--- config.mk ---
export PLATFORM = sky130hd
export DESIGN_NAME = crc32_byte_engine_core
export DESIGN_NICKNAME = d
export VERILOG_FILES = /design/src/design/crcb_pkg.sv /design/src/design/crcb_front.sv /design/src/design/crcb_fifo.sv /design/src/design/crcb_back.sv /design/src/design/crc32_byte_engine_core.sv
export SDC_FILE = /design/constraint.sdc
export NUM_CORES = 1
export LEC_CHECK = 0
export ABC_AREA = 1
export BUFFER_PORTS_ARGS = -buffer_cell sky130_fd_sc_hd__buf_2
export CAP_MARGIN = 30
export CORE_MARGIN = 10
export CORE_UTILIZATION = 60
export DETAILED_ROUTE_END_ITERATION = 7
export PLACE_DENSITY = 0.88
export SKIP_LAST_GASP = 1
export SYNTH_ARGS = -nofsm -noshare
export SYNTH_HDL_FRONTEND = slang
export SYNTH_HIERARCHICAL = 1
export SYNTH_SLANG_ARGS = --single-unit
export TNS_END_PERCENT = 100
--- constraint.sdc ---
create_clock -name clk_i -period 5.35 [get_ports clk_i]
set_clock_uncertainty 0.2 [all_clocks]
set_input_delay 1.07 -clock clk_i [delete_from_list [all_inputs] [get_ports clk_i]]
set_output_delay 1.07 -clock clk_i [all_outputs]
set_load 0.01 [all_outputs]
--- src/design/crcb_pkg.sv ---
// Shared types, constants and the byte update function of the CRC-32 byte engine.
`default_nettype none

package crcb_pkg;

  // Register reset values
  localparam logic [31:0] CrcInitRst = 32'hFFFF_FFFF;
  localparam logic [31:0] CrcPolyRst = 32'hEDB8_8320;

  // Configuration register indexes (byte address bit 2)
  localparam logic RegCrcInit = 1'b0;
  localparam logic RegCrcPoly = 1'b1;

  // Input kind codes
  localparam logic [1:0] KindData  = 2'd0;
  localparam logic [1:0] KindFinal = 2'd1;
  localparam logic [1:0] KindReset = 2'd2;

  // Command queue geometry (depth must be a power of two)
  localparam int QueueDepth = 4;
  localparam int QPtrW      = $clog2(QueueDepth);
  localparam int QCntW      = $clog2(QueueDepth + 1);

  // Digest is sent as this many byte beats
  localparam int DigestBytes = 4;
  localparam int BurstCntW   = $clog2(DigestBytes);

  // Classified operation carried through the queue
  typedef enum logic [1:0] {
    OP_DATA,
    OP_FINAL,
    OP_RESET,
    OP_NOP
  } op_e;

  typedef struct packed {
    op_e        op;
    logic [7:0] data;
  } queue_entry_t;

  typedef struct packed {
    logic burst;
    logic locked;
  } back_status_t;

  // Fold one byte into a reflected remainder: eight shift/XOR steps
  function automatic logic [31:0] crc_byte_step(input logic [31:0] rem,
                                                input logic [7:0]  data,
                                                input logic [31:0] poly);
    logic [31:0] c;
    c = rem ^ {24'h00_0000, data};
    for (int k = 0; k < 8; k++) begin
      c = c[0] ? ((c >> 1) ^ poly) : (c >> 1);
    end
    return c;
  endfunction

endpackage

`default_nettype wire

--- src/design/crcb_front.sv ---
// Front end: takes input beats, classifies the kind and pushes a command.
`default_nettype none

module crcb_front (
  input  wire logic                  in_valid_i,
  input  wire logic [1:0]            in_kind_i,
  input  wire logic [7:0]            in_data_byte_i,
  output logic                       in_stall_o,
  input  wire logic                  q_full_i,
  output logic                       q_push_o,
  output crcb_pkg::queue_entry_t     q_entry_o
);

  // Stall while the queue has no room
  assign in_stall_o = q_full_i;
  assign q_push_o   = in_valid_i && !q_full_i;

  // Classify the kind; unused code becomes a no-op
  always_comb begin
    q_entry_o.data = in_data_byte_i;
    unique case (in_kind_i)
      crcb_pkg::KindData:  q_entry_o.op = crcb_pkg::OP_DATA;
      crcb_pkg::KindFinal: q_entry_o.op = crcb_pkg::OP_FINAL;
      crcb_pkg::KindReset: q_entry_o.op = crcb_pkg::OP_RESET;
      default:             q_entry_o.op = crcb_pkg::OP_NOP;
    endcase
  end

endmodule

`default_nettype wire

--- src/design/crcb_fifo.sv ---
// Short command queue between the front end and the CRC back end.
`default_nettype none

module crcb_fifo (
  input  wire logic                   clk_i,
  input  wire logic                   rst_ni,
  input  wire logic                   push_i,
  input  wire crcb_pkg::queue_entry_t entry_i,
  input  wire logic                   pop_i,
  output crcb_pkg::queue_entry_t      head_o,
  output logic                        full_o,
  output logic                        empty_o
);

  crcb_pkg::queue_entry_t mem_q [crcb_pkg::QueueDepth];
  logic [crcb_pkg::QPtrW-1:0] wr_q, wr_d, rd_q, rd_d;
  logic [crcb_pkg::QCntW-1:0] cnt_q, cnt_d;

  assign full_o  = (cnt_q == crcb_pkg::QCntW'(crcb_pkg::QueueDepth));
  assign empty_o = (cnt_q == '0);
  assign head_o  = mem_q[rd_q];

  // Advance pointers and fill count
  always_comb begin
    wr_d  = push_i ? wr_q + 1'b1 : wr_q;
    rd_d  = pop_i  ? rd_q + 1'b1 : rd_q;
    cnt_d = cnt_q;
    if (push_i && !pop_i) begin
      cnt_d = cnt_q + 1'b1;
    end else if (pop_i && !push_i) begin
      cnt_d = cnt_q - 1'b1;
    end
  end

  always_ff @(posedge clk_i or negedge rst_ni) begin
    if (!rst_ni) begin
      wr_q  <= '0;
      rd_q  <= '0;
      cnt_q <= '0;
    end else begin
      wr_q  <= wr_d;
      rd_q  <= rd_d;
      cnt_q <= cnt_d;
    end
  end

  // Store the pushed command
  always_ff @(posedge clk_i) begin
    if (push_i) begin
      mem_q[wr_q] <= entry_i;
    end
  end

endmodule

`default_nettype wire

--- src/design/crcb_back.sv ---
// Back end: runs commands on the remainder and drives the result register.
`default_nettype none

module crcb_back (
  input  wire logic                   clk_i,
  input  wire logic                   rst_ni,
  input  wire logic [31:0]            cfg_init_i,
  input  wire logic [31:0]            cfg_poly_i,
  input  wire crcb_pkg::queue_entry_t head_i,
  input  wire logic                   empty_i,
  output logic                        pop_o,
  output logic                        out_valid_o,
  input  wire logic                   out_stall_i,
  output logic                        out_accepted_o,
  output logic [7:0]                  out_digest_byte_o,
  output logic                        out_last_o,
  output crcb_pkg::back_status_t      status_o
);

  logic [31:0]                    rem_q, rem_d;
  logic                           locked_q, locked_d;
  logic [crcb_pkg::BurstCntW-1:0] cnt_q, cnt_d;
  logic                           valid_q, valid_d;
  logic                           acc_q, acc_d;
  logic [7:0]                     byte_q, byte_d;
  logic                           last_q, last_d;
  logic                           out_free;
  logic [31:0]                    digest;

  assign out_free = !valid_q || !out_stall_i;
  assign digest   = rem_q ^ cfg_init_i;

  // Emit pending digest beats first, else pop and run the next command
  always_comb begin
    rem_d    = rem_q;
    locked_d = locked_q;
    cnt_d    = cnt_q;
    valid_d  = valid_q;
    acc_d    = acc_q;
    byte_d   = byte_q;
    last_d   = last_q;
    pop_o    = 1'b0;
    if (out_free) begin
      valid_d = 1'b0;
      if (cnt_q != '0) begin
        valid_d = 1'b1;
        acc_d   = 1'b1;
        byte_d  = 8'(digest >> {cnt_q - 1'b1, 3'b000});
        last_d  = (cnt_q == crcb_pkg::BurstCntW'(1));
        cnt_d   = cnt_q - 1'b1;
      end else if (!empty_i) begin
        pop_o   = 1'b1;
        valid_d = 1'b1;
        acc_d   = 1'b0;
        byte_d  = 8'h00;
        last_d  = 1'b1;
        unique case (head_i.op)
          crcb_pkg::OP_DATA: begin
            if (!locked_q) begin
              rem_d = crcb_pkg::crc_byte_step(rem_q, head_i.data, cfg_poly_i);
              acc_d = 1'b1;
            end
          end
          crcb_pkg::OP_FINAL: begin
            if (!locked_q) begin
              acc_d    = 1'b1;
              byte_d   = digest[31:24];
              last_d   = 1'b0;
              cnt_d    = crcb_pkg::BurstCntW'(crcb_pkg::DigestBytes - 1);
              locked_d = 1'b1;
            end
          end
          crcb_pkg::OP_RESET: begin
            rem_d    = cfg_init_i;
            locked_d = 1'b0;
            acc_d    = 1'b1;
          end
          crcb_pkg::OP_NOP: begin
            acc_d = 1'b0;
          end
        endcase
      end
    end
  end

  always_ff @(posedge clk_i or negedge rst_ni) begin
    if (!rst_ni) begin
      rem_q    <= crcb_pkg::CrcInitRst;
      locked_q <= 1'b0;
      cnt_q    <= '0;
      valid_q  <= 1'b0;
    end else begin
      rem_q    <= rem_d;
      locked_q <= locked_d;
      cnt_q    <= cnt_d;
      valid_q  <= valid_d;
    end
  end

  // Hold result payload
  always_ff @(posedge clk_i) begin
    acc_q  <= acc_d;
    byte_q <= byte_d;
    last_q <= last_d;
  end

  assign out_valid_o       = valid_q;
  assign out_accepted_o    = acc_q;
  assign out_digest_byte_o = byte_q;
  assign out_last_o        = last_q;
  assign status_o.burst    = (cnt_q != '0);
  assign status_o.locked   = locked_q;

endmodule

`default_nettype wire

--- src/design/crc32_byte_engine_core.sv ---
// Top level of the reflected byte-wise CRC-32 engine with digest lock.
//
// Channel  Direction  Handshake                 Payload
// in       input      in_valid_i / in_stall_o   in_kind_i, in_data_byte_i
// out      output     out_valid_o / out_stall_i out_accepted_o, out_digest_byte_o, out_last_o
// cfg      input      psel/penable/pwrite/pready paddr, pwdata, prdata
//
// Data, reset and rejected beats: one byte per clock while the output is not stalled.
// A finalize holds the back end until all four digest bytes are sent, one beat each.
// A four-entry command queue lets input beats keep arriving while output is stalled.
// Each result is registered in the back end as its command is popped from the queue head.
// Reset clears the lock, queue and output valid; no clearing pass is needed.
`default_nettype none

module crc32_byte_engine_core (
  input  wire logic        clk_i,
  input  wire logic        rst_ni,
  input  wire logic        in_valid_i,
  output logic             in_stall_o,
  input  wire logic [1:0]  in_kind_i,
  input  wire logic [7:0]  in_data_byte_i,
  output logic             out_valid_o,
  input  wire logic        out_stall_i,
  output logic             out_accepted_o,
  output logic [7:0]       out_digest_byte_o,
  output logic             out_last_o,
  input  wire logic        psel,
  input  wire logic        penable,
  input  wire logic        pwrite,
  input  wire logic [2:0]  paddr,
  input  wire logic [31:0] pwdata,
  output logic [31:0]      prdata,
  output logic             pready
);

  logic [31:0]                 init_q, poly_q;
  logic                        cfg_wr;
  logic                        q_full, q_empty, q_push, q_pop;
  crcb_pkg::queue_entry_t      q_in, q_head;
  crcb_pkg::back_status_t      status;

  // Configuration registers
  assign pready = 1'b1;
  assign cfg_wr = psel && penable && pwrite && pready;
  assign prdata = (paddr[2] == crcb_pkg::RegCrcPoly) ? poly_q : init_q;

  always_ff @(posedge clk_i or negedge rst_ni) begin
    if (!rst_ni) begin
      init_q <= crcb_pkg::CrcInitRst;
      poly_q <= crcb_pkg::CrcPolyRst;
    end else if (cfg_wr) begin
      if (paddr[2] == crcb_pkg::RegCrcInit) begin
        init_q <= pwdata;
      end else begin
        poly_q <= pwdata;
      end
    end
  end

  crcb_front u_front (
    .in_valid_i     (in_valid_i),
    .in_kind_i      (in_kind_i),
    .in_data_byte_i (in_data_byte_i),
    .in_stall_o     (in_stall_o),
    .q_full_i       (q_full),
    .q_push_o       (q_push),
    .q_entry_o      (q_in)
  );

  crcb_fifo u_fifo (
    .clk_i   (clk_i),
    .rst_ni  (rst_ni),
    .push_i  (q_push),
    .entry_i (q_in),
    .pop_i   (q_pop),
    .head_o  (q_head),
    .full_o  (q_full),
    .empty_o (q_empty)
  );

  crcb_back u_back (
    .clk_i             (clk_i),
    .rst_ni            (rst_ni),
    .cfg_init_i        (init_q),
    .cfg_poly_i        (poly_q),
    .head_i            (q_head),
    .empty_i           (q_empty),
    .pop_o             (q_pop),
    .out_valid_o       (out_valid_o),
    .out_stall_i       (out_stall_i),
    .out_accepted_o    (out_accepted_o),
    .out_digest_byte_o (out_digest_byte_o),
    .out_last_o        (out_last_o),
    .status_o          (status)
  );

  // A pending digest burst always has a beat on the output
  a_burst_valid: assert property (@(posedge clk_i) disable iff (!rst_ni)
    status.burst |-> out_valid_o)
    else $error("digest burst pending without output beat");

  // Only accepted finalize beats are non-last
  a_nonlast_acc: assert property (@(posedge clk_i) disable iff (!rst_ni)
    (out_valid_o && !out_last_o) |-> (out_accepted_o && status.locked))
    else $error("non-last beat outside an accepted finalize");

  // Rejected beats carry a zero byte
  a_reject_zero: assert property (@(posedge clk_i) disable iff (!rst_ni)
    (out_valid_o && !out_accepted_o) |-> (out_digest_byte_o == 8'h00))
    else $error("rejected beat carries a digest byte");

  // A taken non-last beat is followed by the next digest byte
  a_burst_cont: assert property (@(posedge clk_i) disable iff (!rst_ni)
    (out_valid_o && !out_stall_i && !out_last_o) |=> out_valid_o)
    else $error("digest burst broke off");

endmodule

`default_nettype wire

# After elaboration in Yosys (flattened, before gate mapping)
# Memories as Yosys holds them, arrays and structs flattened.
# Cells that the tools add are included.
totals:
  input_bits: 52
  n_memories: 1
  regBits: 117
  ramBits: 40
  elab_cells: 104
classes:
  bitwise: 13
  addsub: 5
  reduce_logical: 26
  eq_ne: 10
  shift: 1
  n_mux: 36
memory_table:
  columns: ["name", "depth", "width", "rd", "rd_clocked_by_memory_dff", "wr", "line", "source"]
  rows:
  - ["u_fifo.mem_q", 4, 10, 1, 0, 1, "crcb_fifo.sv:15", "crcb_pkg::queue_entry_t mem_q [crcb_pkg::QueueDepth];"]
ops:
  columns: ["op", "count"]
  rows:
  - ["32-bit two-way mux", 10]
  - ["31-bit by 32-bit XOR with 32-bit output", 8]
  - ["32-bit one-hot mux with 2 select lines", 1]
  - ["8-bit two-way mux", 4]
  - ["32-bit by 5-bit right shift with 8-bit output", 1]
  - ["32-bit XOR", 1]
  - ["32-bit by 8-bit XOR with 32-bit output", 1]
  - ["1-bit two-way mux", 12]
  - ["2-bit nonzero test", 5]
  - ["2-bit two-way mux", 4]
  - ["4-bit AND reduction", 2]
  - ["2-bit by 1-bit == test with 1-bit output, second input constant", 3]
  - ["2-bit == test, second input constant", 3]
  - ["3-bit two-way mux", 2]
  - ["2-bit != test, second input constant", 3]
  - ["2-bit one-hot mux with 3 select lines", 1]
  - ["2-bit AND reduction", 3]
  - ["1-bit logical AND", 5]
  - ["1-bit zero test", 5]
  - ["5-bit AND reduction", 1]
  - ["2-bit by 1-bit adder with 2-bit output, second input constant", 2]
  - ["2-bit zero test", 2]
  - ["3-bit by 1-bit adder with 3-bit output, second input constant", 1]
  - ["3-bit == test, second input constant", 1]
  - ["8 further kinds", 10]

# Longest topological paths before layout
# An unclocked memory read counts as a cell.
logic_depth:
  ltp_word: 20
  depth_mapped: 36

# Modules after synthesis
# Netlist, hierarchy kept.
by_module_without_submodules:
  columns: ["mod", "cells_each", "area_each_um2", "n_inst"]
  rows:
  - ["crcb_back", 1515, 8212.9, 1]
  - ["crc32_byte_engine_core", 386, 3064.2, 1]
  - ["crcb_fifo", 165, 2023.2, 1]
  - ["crcb_front", 13, 85.1, 1]

# Worst setup path after synthesis
# OpenSTA, ideal clock, no wires.
synth_path:
  path_type: "flip-flop to flip-flop"
  from: "reg u_fifo/rd_q[0] in the netlist's numbering"
  to: "reg u_back.rem_q[8]"
  t_arrival_ps: 3107
  t_required_ps: 5074
  path_slack_ps: 1967
  path_stages_with_launch: 33
  setup_time_ps: 76
  path_cell_list: "dfrtp_1 buf_6 buf_6 o211ai_1 nand2_1 inv_1 nand2_1 nand2_2 nand3_1 nand2_2 inv_1 nand2_1 nand3_1 nand2_2 nand2_2 nor2_1 nand2_1 nand2_2 nand2_2 nand2_4 nand2_4 nor2_4 nand2_2 nand2_4 nand2_2 nand2_2 buf_6 buf_6 nand3_1 nand2_1 nand3_1 nand2_1 nand2_1"
synth_rtl:
  columns: ["item", "line", "source"]
  rows:
  - ["start, declared", "crcb_fifo.sv:16", "logic [crcb_pkg::QPtrW-1:0] wr_q, wr_d, rd_q, rd_d;"]
  - ["start signal, assigned", "crcb_fifo.sv:42", "rd_q <= rd_d;"]
  - ["end signal, assigned", "crcb_back.sv:88", "rem_q <= crcb_pkg::CrcInitRst;"]
  - ["end signal, assigned", "crcb_back.sv:93", "rem_q <= rem_d;"]
  - ["end, declared", "crcb_back.sv:20", "logic [31:0] rem_q, rem_d;"]

==> results.toml <==
[outcome]
status = "complete, no violations"

[die]
chipHeight_um = 169.3
ios = 97
die_x_um = 169.3
fp.dieArea_mm2 = 0.02867
core_area_mm2 = 0.02189
rows = 54
start_util_pct = 61.11

[clock_network]
cts.root.buffer_cell = "clkbuf_16"
cts_tree = "built"
ctsHoldBuffers = 0
h-tree-depth = 4
clock_latency_ps = 460
clk_path_buf_depth = 2
numClockSinks = 157
post_cts_buffers = 0
clk_pin_slew_ps = 70
cts_made_buffers = 17

[route]
postRouteAntennaNets = 0
wl_met3_mm = 4.539
num_vias = 13650
wl_met2_mm = 17.93
wl_per_cell_um = 16.79
drt-total-wl_mm = 39.83
dr.pass1.iters = 8
routed.top_layer = "met4"
via_per_inst = 5.753
wl_met1_mm = 15.79
drtIter0Drc = 1646
drc = 0

[cells_and_area]
area_delta_synth_final_pct = 6.154
fin_nets = 2142
fin_util_pct = 64.87
antenna_cells = 0
drive_above_1_share_pct = 13.05

[timing]
holdWs_ps = 277.6
fmax_ghz = 0.2005
worstMarginPinSlew_ps = 900.0
timing.final.crit_share_pct = 93.22
slew_headroom_pct = 39.54
timing_max_transition_violations_final = 0
fin_ws_ps = 362.7
fin_setup_tns_ps = 0
rsz0062_at_grt = "false"
final.min_clock_period_ps = 4987
finalHoldViolations = 0
setup_viol = 0

[setup_path]
critPathSlowestCell = "dfrtp_1"
cp_common_cell = "nand2_1"
crit_path_max_incr_delay_ps = 610
endpoint_kind = "register"
crit_required_ps = 5520
worstSetupPathType = "register to register"
critPathArrivalTime_ps = 5160
worst-path-max-fanout = 29
worst_setup_path_start_kind = "register"

[grt]
grt_pass1_vias = 12420
track_usage_pct = 26.99
grt_max_degree = 74
grt_pass1_wl_mm = 63.11
antenna_found_initial = 0
grt_overflow = 0

[yosys]
syn_nets = 2141
syn_area_mm2 = 0.01338
ys_warn_count = 6
syn_area_per_cell_um2 = 6.438
netlist_instances = 2078

[placed_design]
hpwl_mm = 27.14
gp_congestion = 0.9642
port_buffers = 93
pre_cts_ws_ps = 382.2

[worst_hold_path]
hold_path_class = "register to register"

[job]
drv_cap = 0
[worst max-delay path, delay by kind of cell (launching register included)]
family / cells / cell delay, ps
AOI/OAI and AO/OA: 1 / 210
buffers and inverters: 4 / 880
DFF: 1 / 610
and+or+nand+nor: 25 / 3000
[per-layer routing]
| metal | vias up | GRT usage, % |
|---|---|---|
| met5 | - | 0 |
| met4 | 0 | 12.68 |
| met3 | 138 | 6.322 |
| met2 | 845 | 41.82 |
| met1 | 6219 | 34.97 |
| li1 | 6445 | - |
[final cells by class]
type | count | area, um^2
fillers | 1839 | 7690
multi-input cells | 1584 | 7569
flip-flops and latches | 157 | 4277
inverters | 203 | 762.0
repair buffers | 116 | 653.1
clock buffers | 18 | 439.2
well taps | 280 | 350.3
clock inverters | 14 | 151.4
[placed cells by master, fill, tap and decap left out, types with 17 or more instances in the layout]
| cell type | instances |
|---|---|
| nand3_1 | 290 |
| o211ai_1 | 24 |
| o21ai_0 | 39 |
| inv_1 | 190 |
| buf_2 | 92 |
| a21oi_1 | 20 |
| nand2_1 | 841 |
| xnor2_1 | 102 |
| dfrtp_1 | 29 |
| buf_4 | 23 |
| edfxtp_1 | 50 |
| xor2_1 | 50 |
| dfstp_2 | 78 |
| clkbuf_16 | 17 |
| nor2_1 | 151 |
[state kept, by name (all words and copies together), names as in the netlist]
register	count
u_fifo/cnt_q	3
u_back/out_last_o	1
u_back/out_valid_o	1
u_fifo/wr_q	2
u_back/out_digest_byte_o	8
poly_q	32
u_back/locked_q	1
u_back/cnt_q	2
u_back/rem_q	32
init_q	32
u_fifo/mem_q	40
u_fifo/rd_q	2
u_back/out_accepted_o	1
[worst paths after layout]
kind,end,slack [ps],start,cells after the start
min in group asynchronous,poly_q[18]$_DFFE_PN0P_,540,rst_ni,1
setup reg to reg,u_back/rem_q[3]$_DFFE_PN1P_,360,u_fifo/rd_q[1]$_DFFE_PN0P_,30
setup / recovery,u_back/rem_q[3]$_DFFE_PN1P_,360,u_fifo/rd_q[1]$_DFFE_PN0P_,30
max in group asynchronous,init_q[4]$_DFFE_PN1P_,3370,rst_ni,2
hold reg to reg,u_back/rem_q[11]$_DFFE_PN1P_,280,u_back/rem_q[11]$_DFFE_PN1P_,2
hold / removal,u_back/rem_q[11]$_DFFE_PN1P_,280,u_back/rem_q[11]$_DFFE_PN1P_,2
[what timing repair did]
action                                  CTS  global route
resized for setup                         0             1
endpoints found under the hold margin     0             0
endpoints found under the setup margin    0            28
[metrics by stage]
stage	instance area, um^2	cells
2_1_floorplan	13380	2078
3_3_place_gp	13610	2340
3_5_place_dp	13610	2340
4_1_cts	14200	2372
5_1_grt	14200	2372
6_report	14200	2372
Power is not shown: default switching activity piles up to over one toggle a cycle in this logic, so the estimate is an artifact.
